## src/hdl/stable_priority_queue_assert.svh

```systemverilog
// Assertion macros used by the stable priority queue top level.
`ifndef STABLE_PRIORITY_QUEUE_ASSERT_SVH
`define STABLE_PRIORITY_QUEUE_ASSERT_SVH

// Same-cycle implication, checked out of reset.
`define SPQ_ASSERT_NOW(lbl, ante, cons, msg) \
  lbl: assert property (@(posedge clk_i) disable iff (!rst_ni) (ante) |-> (cons)) \
    else $error(msg);

// Next-cycle implication, checked out of reset.
`define SPQ_ASSERT_NEXT(lbl, ante, cons, msg) \
  lbl: assert property (@(posedge clk_i) disable iff (!rst_ni) (ante) |=> (cons)) \
    else $error(msg);

`endif

```

## src/hdl/spq_pkg.sv

```systemverilog
// Types and constants of the stable priority queue.
`default_nettype none

package spq_pkg;

  localparam int unsigned QUEUE_DEPTH = 16;
  localparam int unsigned PRIO_W      = 8;
  localparam int unsigned ID_W        = 16;

  typedef enum logic [1:0] {
    STATUS_DONE  = 2'd0,
    STATUS_FULL  = 2'd1,
    STATUS_EMPTY = 2'd2
  } spq_status_e;

  typedef enum logic {
    MODE_PUSH = 1'b0,
    MODE_POP  = 1'b1
  } spq_mode_e;

  typedef struct packed {
    logic              mode;
    logic [PRIO_W-1:0] priority_req;
    logic [ID_W-1:0]   process_id;
  } spq_in_t;

  typedef struct packed {
    spq_status_e       status;
    logic [ID_W-1:0]   out_id;
    logic [PRIO_W-1:0] out_priority;
    logic              now_empty;
  } spq_out_t;

  // Broadcast to every cell: what happens this cycle and the entry to insert.
  typedef struct packed {
    logic              push;
    logic              pop;
    logic [PRIO_W-1:0] prio;
    logic [ID_W-1:0]   id;
  } spq_ctrl_t;

endpackage

`default_nettype wire

```

## src/hdl/stable_priority_queue.sv

```systemverilog
// Top level of the stable priority queue: a row of slot cells and a result register.
//
// Stable priority queue of (priority, process id) entries, smallest priority
// at the head, equal priorities served in arrival order. Each input transfer
// is either a push or a pop and yields exactly one result transfer, which
// carries a status (done, push rejected because full, pop found empty), the
// popped id and priority (zero for a push or a failed pop), and whether the
// queue is empty afterwards. The storage is a row of QueueDepth identical
// cells; every cell compares its entry with the pushed priority in parallel
// and either holds, takes the new entry, or takes its neighbor's entry, so a
// push or a pop completes in a single parallel update. The block accepts one
// transfer per cycle; the result is loaded into an output register on
// acceptance, and input is stalled only while that register holds a result
// that the receiver is stalling. No clearing pass is needed after reset.
`default_nettype none
`include "stable_priority_queue_assert.svh"

module stable_priority_queue #(
  parameter int unsigned QueueDepth = spq_pkg::QUEUE_DEPTH
) (
  input  wire logic              clk_i,
  input  wire logic              rst_ni,
  input  wire logic              in_valid_i,
  output logic                   in_stall_o,
  input  wire spq_pkg::spq_in_t  in_data_i,
  output logic                   out_valid_o,
  input  wire logic              out_stall_i,
  output spq_pkg::spq_out_t      out_data_o
);

  // Per-cell outputs, read at fixed neighbor positions.
  logic [QueueDepth-1:0]      occ_vec;
  logic [QueueDepth-1:0]      keep_vec;
  logic [spq_pkg::PRIO_W-1:0] prio_arr [QueueDepth];
  logic [spq_pkg::ID_W-1:0]   id_arr   [QueueDepth];

  logic               in_xfer;
  logic               is_pop;
  logic               full;
  logic               empty;
  spq_pkg::spq_ctrl_t ctrl;
  spq_pkg::spq_out_t  result;

  logic              out_valid_q, out_valid_d;
  spq_pkg::spq_out_t out_data_q;

  // Hold input while a finished result waits on a stalled receiver.
  assign in_stall_o = out_valid_q && out_stall_i;
  assign in_xfer    = in_valid_i && !in_stall_o;
  assign is_pop     = (in_data_i.mode == spq_pkg::MODE_POP);

  // Occupancy is a run of ones from the head, so the ends tell full and empty.
  assign full  = occ_vec[QueueDepth-1];
  assign empty = !occ_vec[0];

  always_comb begin
    ctrl.push = in_xfer && !is_pop && !full;
    ctrl.pop  = in_xfer && is_pop && !empty;
    ctrl.prio = in_data_i.priority_req;
    ctrl.id   = in_data_i.process_id;
  end

  // Cell row: the head cell sees an always-keeping left neighbor so a push
  // behind nothing lands in slot 0; the tail cell sees an empty right neighbor.
  for (genvar g = 0; g < QueueDepth; g++) begin : g_cell
    logic                       l_keep, l_occ, r_occ;
    logic [spq_pkg::PRIO_W-1:0] l_prio, r_prio;
    logic [spq_pkg::ID_W-1:0]   l_id, r_id;

    if (g == 0) begin : g_head
      assign l_keep = 1'b1;
      assign l_occ  = 1'b0;
      assign l_prio = ctrl.prio;
      assign l_id   = ctrl.id;
    end else begin : g_body
      assign l_keep = keep_vec[g-1];
      assign l_occ  = occ_vec[g-1];
      assign l_prio = prio_arr[g-1];
      assign l_id   = id_arr[g-1];
    end

    if (g == QueueDepth - 1) begin : g_tail
      assign r_occ  = 1'b0;
      assign r_prio = prio_arr[g];
      assign r_id   = id_arr[g];
    end else begin : g_inner
      assign r_occ  = occ_vec[g+1];
      assign r_prio = prio_arr[g+1];
      assign r_id   = id_arr[g+1];
    end

    spq_cell u_cell (
      .clk_i        (clk_i),
      .rst_ni       (rst_ni),
      .ctrl_i       (ctrl),
      .left_keep_i  (l_keep),
      .left_occ_i   (l_occ),
      .left_prio_i  (l_prio),
      .left_id_i    (l_id),
      .right_occ_i  (r_occ),
      .right_prio_i (r_prio),
      .right_id_i   (r_id),
      .keep_o       (keep_vec[g]),
      .occ_o        (occ_vec[g]),
      .prio_o       (prio_arr[g]),
      .id_o         (id_arr[g])
    );
  end

  // Build the result of the item being transferred this cycle.
  always_comb begin
    result.status       = spq_pkg::STATUS_DONE;
    result.out_id       = '0;
    result.out_priority = '0;
    result.now_empty    = 1'b0;
    if (is_pop) begin
      if (empty) begin
        result.status    = spq_pkg::STATUS_EMPTY;
        result.now_empty = 1'b1;
      end else begin
        result.out_id       = id_arr[0];
        result.out_priority = prio_arr[0];
        result.now_empty    = !occ_vec[1];
      end
    end else if (full) begin
      result.status = spq_pkg::STATUS_FULL;
    end
  end

  // Output register: load on input transfer, hold while stalled, drop when taken.
  assign out_valid_d = in_xfer || (out_valid_q && out_stall_i);

  always_ff @(posedge clk_i or negedge rst_ni) begin
    if (!rst_ni) begin
      out_valid_q <= 1'b0;
    end else begin
      out_valid_q <= out_valid_d;
    end
  end

  always_ff @(posedge clk_i) begin
    if (in_xfer) begin
      out_data_q <= result;
    end
  end

  assign out_valid_o = out_valid_q;
  assign out_data_o  = out_data_q;

  // Checks: occupancy contiguous from the head, entries sorted, push grows
  // the queue by one, pop returns the old head.
  logic [QueueDepth-1:0] order_ok;

  always_comb begin
    order_ok = '1;
    for (int unsigned i = 0; i + 1 < QueueDepth; i++) begin
      order_ok[i] = !occ_vec[i+1] || (prio_arr[i] <= prio_arr[i+1]);
    end
  end

  `SPQ_ASSERT_NOW(a_occ_contiguous, 1'b1,
    ((occ_vec + QueueDepth'(1)) & occ_vec) == '0, "slot occupancy has a hole")
  `SPQ_ASSERT_NOW(a_sorted, 1'b1, &order_ok, "queue entries out of priority order")
  `SPQ_ASSERT_NEXT(a_push_grows, ctrl.push,
    $countones(occ_vec) == $countones($past(occ_vec)) + 1, "push did not add one entry")
  `SPQ_ASSERT_NEXT(a_pop_head, ctrl.pop,
    out_valid_q && (out_data_q.out_priority == $past(prio_arr[0]))
      && (out_data_q.out_id == $past(id_arr[0])), "pop did not return the head")

endmodule

`default_nettype wire

```

## src/hdl/spq_cell.sv

```systemverilog
// One slot of the sorted queue: holds an entry, shifts left or right with its neighbors.
`default_nettype none

module spq_cell (
  input  wire logic                           clk_i,
  input  wire logic                           rst_ni,
  input  wire spq_pkg::spq_ctrl_t             ctrl_i,
  input  wire logic                           left_keep_i,
  input  wire logic                           left_occ_i,
  input  wire logic [spq_pkg::PRIO_W-1:0]     left_prio_i,
  input  wire logic [spq_pkg::ID_W-1:0]       left_id_i,
  input  wire logic                           right_occ_i,
  input  wire logic [spq_pkg::PRIO_W-1:0]     right_prio_i,
  input  wire logic [spq_pkg::ID_W-1:0]       right_id_i,
  output logic                                keep_o,
  output logic                                occ_o,
  output logic [spq_pkg::PRIO_W-1:0]          prio_o,
  output logic [spq_pkg::ID_W-1:0]            id_o
);

  logic                       occ_q, occ_d;
  logic [spq_pkg::PRIO_W-1:0] prio_q, prio_d;
  logic [spq_pkg::ID_W-1:0]   id_q, id_d;

  // Entry stays put on a push when it ranks at or ahead of the new one.
  assign keep_o = occ_q && (prio_q <= ctrl_i.prio);

  always_comb begin
    occ_d  = occ_q;
    prio_d = prio_q;
    id_d   = id_q;
    if (ctrl_i.push) begin
      if (!keep_o) begin
        if (left_keep_i) begin
          // insertion point: take the new entry
          occ_d  = 1'b1;
          prio_d = ctrl_i.prio;
          id_d   = ctrl_i.id;
        end else begin
          // behind the insertion point: shift one slot toward the tail
          occ_d  = left_occ_i;
          prio_d = left_prio_i;
          id_d   = left_id_i;
        end
      end
    end else if (ctrl_i.pop) begin
      occ_d  = right_occ_i;
      prio_d = right_prio_i;
      id_d   = right_id_i;
    end
  end

  always_ff @(posedge clk_i or negedge rst_ni) begin
    if (!rst_ni) begin
      occ_q <= 1'b0;
    end else begin
      occ_q <= occ_d;
    end
  end

  always_ff @(posedge clk_i) begin
    prio_q <= prio_d;
    id_q   <= id_d;
  end

  assign occ_o  = occ_q;
  assign prio_o = prio_q;
  assign id_o   = id_q;

endmodule

`default_nettype wire
```

## config.mk

```make
export PLATFORM = sky130hd
export DESIGN_NAME = stable_priority_queue
export DESIGN_NICKNAME = d
export VERILOG_FILES = /design/src/hdl/spq_pkg.sv /design/src/hdl/stable_priority_queue.sv /design/src/hdl/spq_cell.sv
export VERILOG_INCLUDE_DIRS = /design/src /design/src/hdl
export SDC_FILE = /design/constraint.sdc
export NUM_CORES = 1
export LEC_CHECK = 0
export ABC_AREA = 1
export BUFFER_PORTS_ARGS = -buffer_cell sky130_fd_sc_hd__buf_2
export CELL_PAD_IN_SITES_DETAIL_PLACEMENT = 1
export CELL_PAD_IN_SITES_GLOBAL_PLACEMENT = 1
export CORE_MARGIN = 4
export CORE_UTILIZATION = 40
export CTS_BUF_LIST = sky130_fd_sc_hd__clkbuf_8
export CTS_CLUSTER_DIAMETER = 50
export DETAILED_ROUTE_END_ITERATION = 12
export GPL_TIMING_DRIVEN = 0
export PLACE_DENSITY_LB_ADDON = 0.1
export SLEW_MARGIN = 20
export SYNTH_ARGS = -nofsm -noshare
export SYNTH_HDL_FRONTEND = slang
export SYNTH_SLANG_ARGS = --single-unit
```

## constraint.sdc

```tcl
create_clock -name clk_i -period 6.5 [get_ports clk_i]
set_input_delay 0.325 -clock clk_i [delete_from_list [all_inputs] [get_ports clk_i]]
set_output_delay 0.325 -clock clk_i [all_outputs]
set_load 0.05 [all_outputs]
```

Word-level counts from Yosys, hierarchy flattened
Index checks and enable logic that the tools add are counted.

Order comparisons: 16. Equality and inequality tests: 16. Muxes and demuxes: 187. Bitwise logic cells: 1. Reductions and logical operators: 46.

Operators by type and width (count): 2-to-1 mux 16 bit (60); 2-to-1 mux 8 bit (60); <= comparator 8 bit (16); 2-to-1 mux 1 bit (65); AND reduction 2 bit (18); != test 2 bit, second input constant (16); logical AND 1 bit (22); zero test 1 bit (4); 2-to-1 mux 2 bit (2); nonzero test 2 bit (1); logical OR 1 bit (1); NOT 1 bit (1).

Flip-flop bits (word level): 428. Input port bits: 29. Output and inout port bits: 29. Logic and storage cells: 319.

Depth between registers and ports, before layout
Depth after elaboration: 7. Gate-level depth with buffers: 16. Depth with buffers taken out: 15.

By module
Synthesis repeated with hierarchy kept, for this count alone.

Cells, all modules: 2975. Area, all modules: 25379.3 um^2.

By module, submodules not included: spq_cell at g_cell[0].u_cell ... (instances 8, cells each 180, area each 1519.0 um^2, sequential area each 745.7 um^2); spq_cell at g_cell[2].u_cell ... (instances 8, cells each 180, area each 1515.2 um^2, sequential area each 745.7 um^2); stable_priority_queue (instances 1, cells each 95, area each 1106.1 um^2, sequential area each 835.8 um^2).

Worst setup path before layout
OpenSTA, ideal clock, no wires.

Kind: input -> register. From: input in_data_i[23] in the netlist's numbering. To: register g_cell[0].u_cell.id_q, in the netlist g_cell[0].u_cell.id_o[0], enable pin. Library setup time: 0.425 ns. Arrival: 2.193 ns. Required time: 6.075 ns. Path slack: 3.882 ns. Cell stages on the path: 10. Buffers on the path: 1. Path through: inv_1 > ha_1 > a21o_1 > nor2_1 > nand2_1 > nand2_1 > nand2_1 > nand2_1 > buf_2 > nand2_1.

Longest elaborated chain between the ends: 4.

RTL lines: start: declaration (RTL line stable_priority_queue.sv:25) `input wire spq_pkg::spq_in_t in_data_i,`; <= comparator 8 bit (RTL line spq_cell.sv:26) `assign keep_o = occ_q && (prio_q <= ctrl_i.prio);`; logical AND 1 bit (RTL line spq_cell.sv:26); != test 2 bit (no line); AND reduction 2 bit (no line); end signal: assignment (RTL line spq_cell.sv:63) `id_q <= id_d;`; end: declaration (RTL line spq_cell.sv:23) `logic [spq_pkg::ID_W-1:0] id_q, id_d;`.

No other way between the ends. A chain may end at the register's enable or synchronous reset.

Worst setup path in the final report
From: input in_data_i[22] in the netlist's numbering. To: register g_cell[0].u_cell.id_q, in the netlist g_cell[0].u_cell.id_o[6], enable pin.

Same word-level chain as after synthesis.

==> metrics.md <==
| Metric | Value |
|---|---|
| Most common library cell in the layout ignoring fill and taps | `sky130_fd_sc_hd__nand2_1` |
| Syn_nets | `3436` |
| Maximum number of pins on one net before global-route repair | `34` |
| Critical path class | `in -> reg` |
| Maximum level of the CTS H-tree | `3` |
| Length in cells of the worst reg-to-reg path | `10` |
| Number of violations reported at the end of detailed-routing iteration 0 | `roughly 1200` |
| Post-DR wirelength/cell | `just under 20 microns` |
| GR Util met2 | `approximately 43%` |
| Reg clk slew, reported paths | `0.06 ns` |
| Remaining max-slew budget at the tightest pin | `about 22%` |
| Aggregate negative setup slack | `0 ns` |
| Syn Area/Cell | `7.64 sq um` |
| Quantity of gates resized following cts | `0` |
| Post-detailed-route count of antenna-violating nets | `0` |
| Count of standard-cell rows | `between 90 and 100` |
| Deepest clock path buffer count | `3` |
| Top library cells by usage in the layout, fill and taps aside | `sky130_fd_sc_hd__nand2_1 (1935), sky130_fd_sc_hd__inv_1 (437), sky130_fd_sc_hd__edfxtp_1 (411)` |
| Period Utilization, post-route | `64.8%` |
| Post-synthesis sequential area ratio | `between 50% and 60%` |
| Slew at the pin with the worst max-slew slack | `1.16 ns` |
| Peak clock frequency supported by timing | `between 200 and 250 MHz` |
| Synthesis-to-finish area growth | `11.6%` |
| Met1 usage in global routing | `32.2%` |
| Total wirelength of the detailed-routed design | `83.4 mm` |
| Top cell type by total area after synthesis | `sky130_fd_sc_hd__edfxtp_1` |
| Detailed-route vias per instance | `a little under 5` |
| Element type at the critical path start | `input port` |
| Cell at the root of the clock tree | `sky130_fd_sc_hd__clkbuf_8` |
| Areal power density over the cells | `between 200 and 250 nW/um^2` |
| Seq cells post-synth | `roughly 430` |
| Area of the die | `66900 sq um` |
| CTS tree | `done` |
| Fraction of layout instances using a drive strength above 1 | `between 8 and 9%` |
| Height of the chip | `~260 microns` |
| Total CTS buffers | `83` |
| Global route overflow | `0` |
| Total global routing track utilization | `between 20% and 30%` |
| First-pass GRT wire length | `approximately 130 mm` |
| Initial antenna violation count | `2` |
| Total Power | `roughly 5.7 mW` |
| Share of the synthesized area in the top cell type | `about half` |
| Final setup viols | `0` |
| Type of the most critical hold path | `in -> reg` |
| Total Nets Final | `~3600` |
| Port-buffer cells | `57` |
| Worst Path Arrival | `around 4.4 ns` |
| Horizontal die dimension | `roughly 260 microns` |
| Final Critical Period | `~4.2 ns` |
| Unrepaired setup endpoints after global routing | `no` |
| Termination of the worst setup path | `g_cell[0].u_cell.id_o[6]` |
| Starting density of the core | `about two fifths` |
| Number of sinks on the clock net | `428` |
| Setup slack on the worst flop-to-flop path | `around 2.8 ns` |
| Filler Cell Count | `7874` |
| Synthesized instance count | `between 3000 and 4000` |
| Total core area | `61900 sq um` |
| Number of hold violations in the final report | `0` |
| VDD IR-drop max | `between 100 and 150 uV` |
| Leakage power summed over all cells | `approximately 16 nW` |
| Via count | `about 21000` |
| Post-detailed-placement half-perimeter wirelength | `between 60 and 70 mm` |
| Number of global-route vias before repair | `about 22000` |
| Boundary pin count | `58` |
| Number of warnings issued by yosys | `0` |
| GP Congestion | `0.864` |
| Startpoint of the most critical register-to-register path | `g_cell[0].u_cell.prio_o[5]` |
| Global route hottest layer | `met2` |
| Top fanout value on the critical path | `24` |
| Number of unique standard cell types used by synthesis | `23` |
| Residual DRC | `0` |
| Max-slew violation total from the final report | `0` |
| Critical path data required time | `between 6 and 7 ns` |
| Start point of the critical path | `in_data_i[22]` |
| Crit. End Element | `flip-flop` |
| Final Skew | `between 0.03 and 0.04 ns` |
| Global routing met3 resource utilization | `3.68%` |
| Reg2Reg Capture Point | `g_cell[0].u_cell.id_o[6]` |
| DR pass1 iterations | `5` |
| Run status | `finished clean` |
| Synth Cell Area | `between 20000 and 30000 sq um` |
| Max Cap Violations | `0` |
| Clock insertion delay at the later pin of the skew report | `between 0.6 and 0.7 ns` |
| Cell types with the largest area share after synthesis | `sky130_fd_sc_hd__edfxtp_1 (49%), sky130_fd_sc_hd__nand2_1 (29%), sky130_fd_sc_hd__ha_1 (6.0%)` |
-- worst max-delay path, cell delays in order --
cell	delay, ns
sky130_fd_sc_hd__buf_2	0.10
sky130_fd_sc_hd__clkinv_1	0.87
sky130_fd_sc_hd__ha_1	0.70
sky130_fd_sc_hd__nand2_1	0.06
sky130_fd_sc_hd__nor2_1	0.22
sky130_fd_sc_hd__nand4_1	0.11
sky130_fd_sc_hd__nand2_1	0.09
sky130_fd_sc_hd__nand2_1	0.35
sky130_fd_sc_hd__nand2_1	0.58
sky130_fd_sc_hd__buf_2	0.42
sky130_fd_sc_hd__nand2_2	0.57
-- layout make-up --
class,count,area [sq um],share of cell area (%)
diodes,1,2.50,0.00892
plain buffers,137,731,2.61
clock buffers,85,1170,4.17
clock inverters,61,335,1.20
inverters,401,1510,5.38
multi-input cells,2321,10200,36.2
flip-flops and latches,428,12800,45.5
well taps,837,1050,3.73
repair buffers,61,325,1.16
-- layer usage --
layer | vias to the layer above | wire (microns)
met3 | 177 | 3130
met4 | 0 | 3320
li1 | 10418 | -
met5 | - | 0
met2 | 398 | 39400
met1 | 9818 | 37500
-- how the worst min path moves through the flow --
stage,startpoint,endpoint,slack (ns),cells after the start
global placement,rst_ni,out_valid_o,0.33,1
detailed placement,rst_ni,out_valid_o,0.33,1
finish,out_stall_i,g_cell[0].u_cell.occ_o,0.07,5
CTS,out_stall_i,g_cell[0].u_cell.occ_o,0.009,5
floorplan,rst_ni,g_cell[0].u_cell.occ_o,0.03,0
global route,out_stall_i,g_cell[0].u_cell.occ_o,0.05,5
-- Yosys cell counts --
| cell | instances |
|---|---|
| sky130_fd_sc_hd__nand4_1 | 15 |
| sky130_fd_sc_hd__o21ai_0 | 43 |
| sky130_fd_sc_hd__buf_2 | 49 |
| sky130_fd_sc_hd__nand2_2 | 35 |
| sky130_fd_sc_hd__inv_4 | 1 |
| sky130_fd_sc_hd__ha_1 | 120 |
| sky130_fd_sc_hd__buf_6 | 17 |
| sky130_fd_sc_hd__inv_1 | 400 |
| sky130_fd_sc_hd__or2_2 | 1 |
| sky130_fd_sc_hd__buf_1 | 1 |
| sky130_fd_sc_hd__o31ai_1 | 1 |
| sky130_fd_sc_hd__nor2_1 | 73 |
| sky130_fd_sc_hd__dfrtp_1 | 17 |
| sky130_fd_sc_hd__buf_4 | 3 |
| sky130_fd_sc_hd__edfxtp_1 | 411 |
| sky130_fd_sc_hd__nor2_2 | 1 |
| sky130_fd_sc_hd__clkbuf_1 | 66 |
| sky130_fd_sc_hd__a21o_1 | 15 |
| sky130_fd_sc_hd__nand2_4 | 4 |
| sky130_fd_sc_hd__a21oi_1 | 33 |
| sky130_fd_sc_hd__buf_12 | 1 |
| sky130_fd_sc_hd__nand2_1 | 1950 |
| sky130_fd_sc_hd__nand3_1 | 30 |
-- cell families after synthesis --
| family | count (synthesis) | share of synthesized area [%] |
|---|---|---|
| fa+ha+maj | 120 | 5.98 |
| buf+inv | 538 | 8.91 |
| flops | 428 | 50.8 |
| compound gates | 92 | 1.99 |
| simple gates | 2109 | 32.3 |
-- where the power goes --
part	leakage (nW)	switching (mW)	internal, mW
Combinational	11.9	0.140	0.0578
Sequential	2.79	0.00162	2.99
Clock	0.891	1.23	1.33
-- timing repair --
| item | 4_1_cts | 5_1_grt |
|---|---|---|
| setup buffers | 0 | 0 |
| hold buffers | 4 | 0 |
| endpoints found under the hold margin | 22 | 0 |
| setup endpoints to repair | 0 | 0 |
-- sequential cells by signal (all words and copies together) (netlist names) --
name,count
g_cell.u_cell.id_o,256
out_valid_o,1
out_data_o,27
g_cell.u_cell.prio_o,128
g_cell.u_cell.occ_o,16
-- stage by stage --
stage / instance area (sq um) / hold slack, ns / std cells / setup WS, ns / utilization, %
after global routing: 28000 / 0.0525 / 4332 / 2.25 / 45.3
final: 28000 / 0.0652 / 4332 / 2.29 / 45.3
after CTS: 28000 / 0.00928 / 4331 / 2.63 / 45.2
after floorplan: 25100 / 0.0294 / 3287 / 3.88 / -
after global placement: 26500 / 0.334 / 4181 / 1.51 / 42.7
after detailed placement: 26500 / 0.330 / 4181 / 1.90 / 42.7
(Power assumes the default switching activity.)
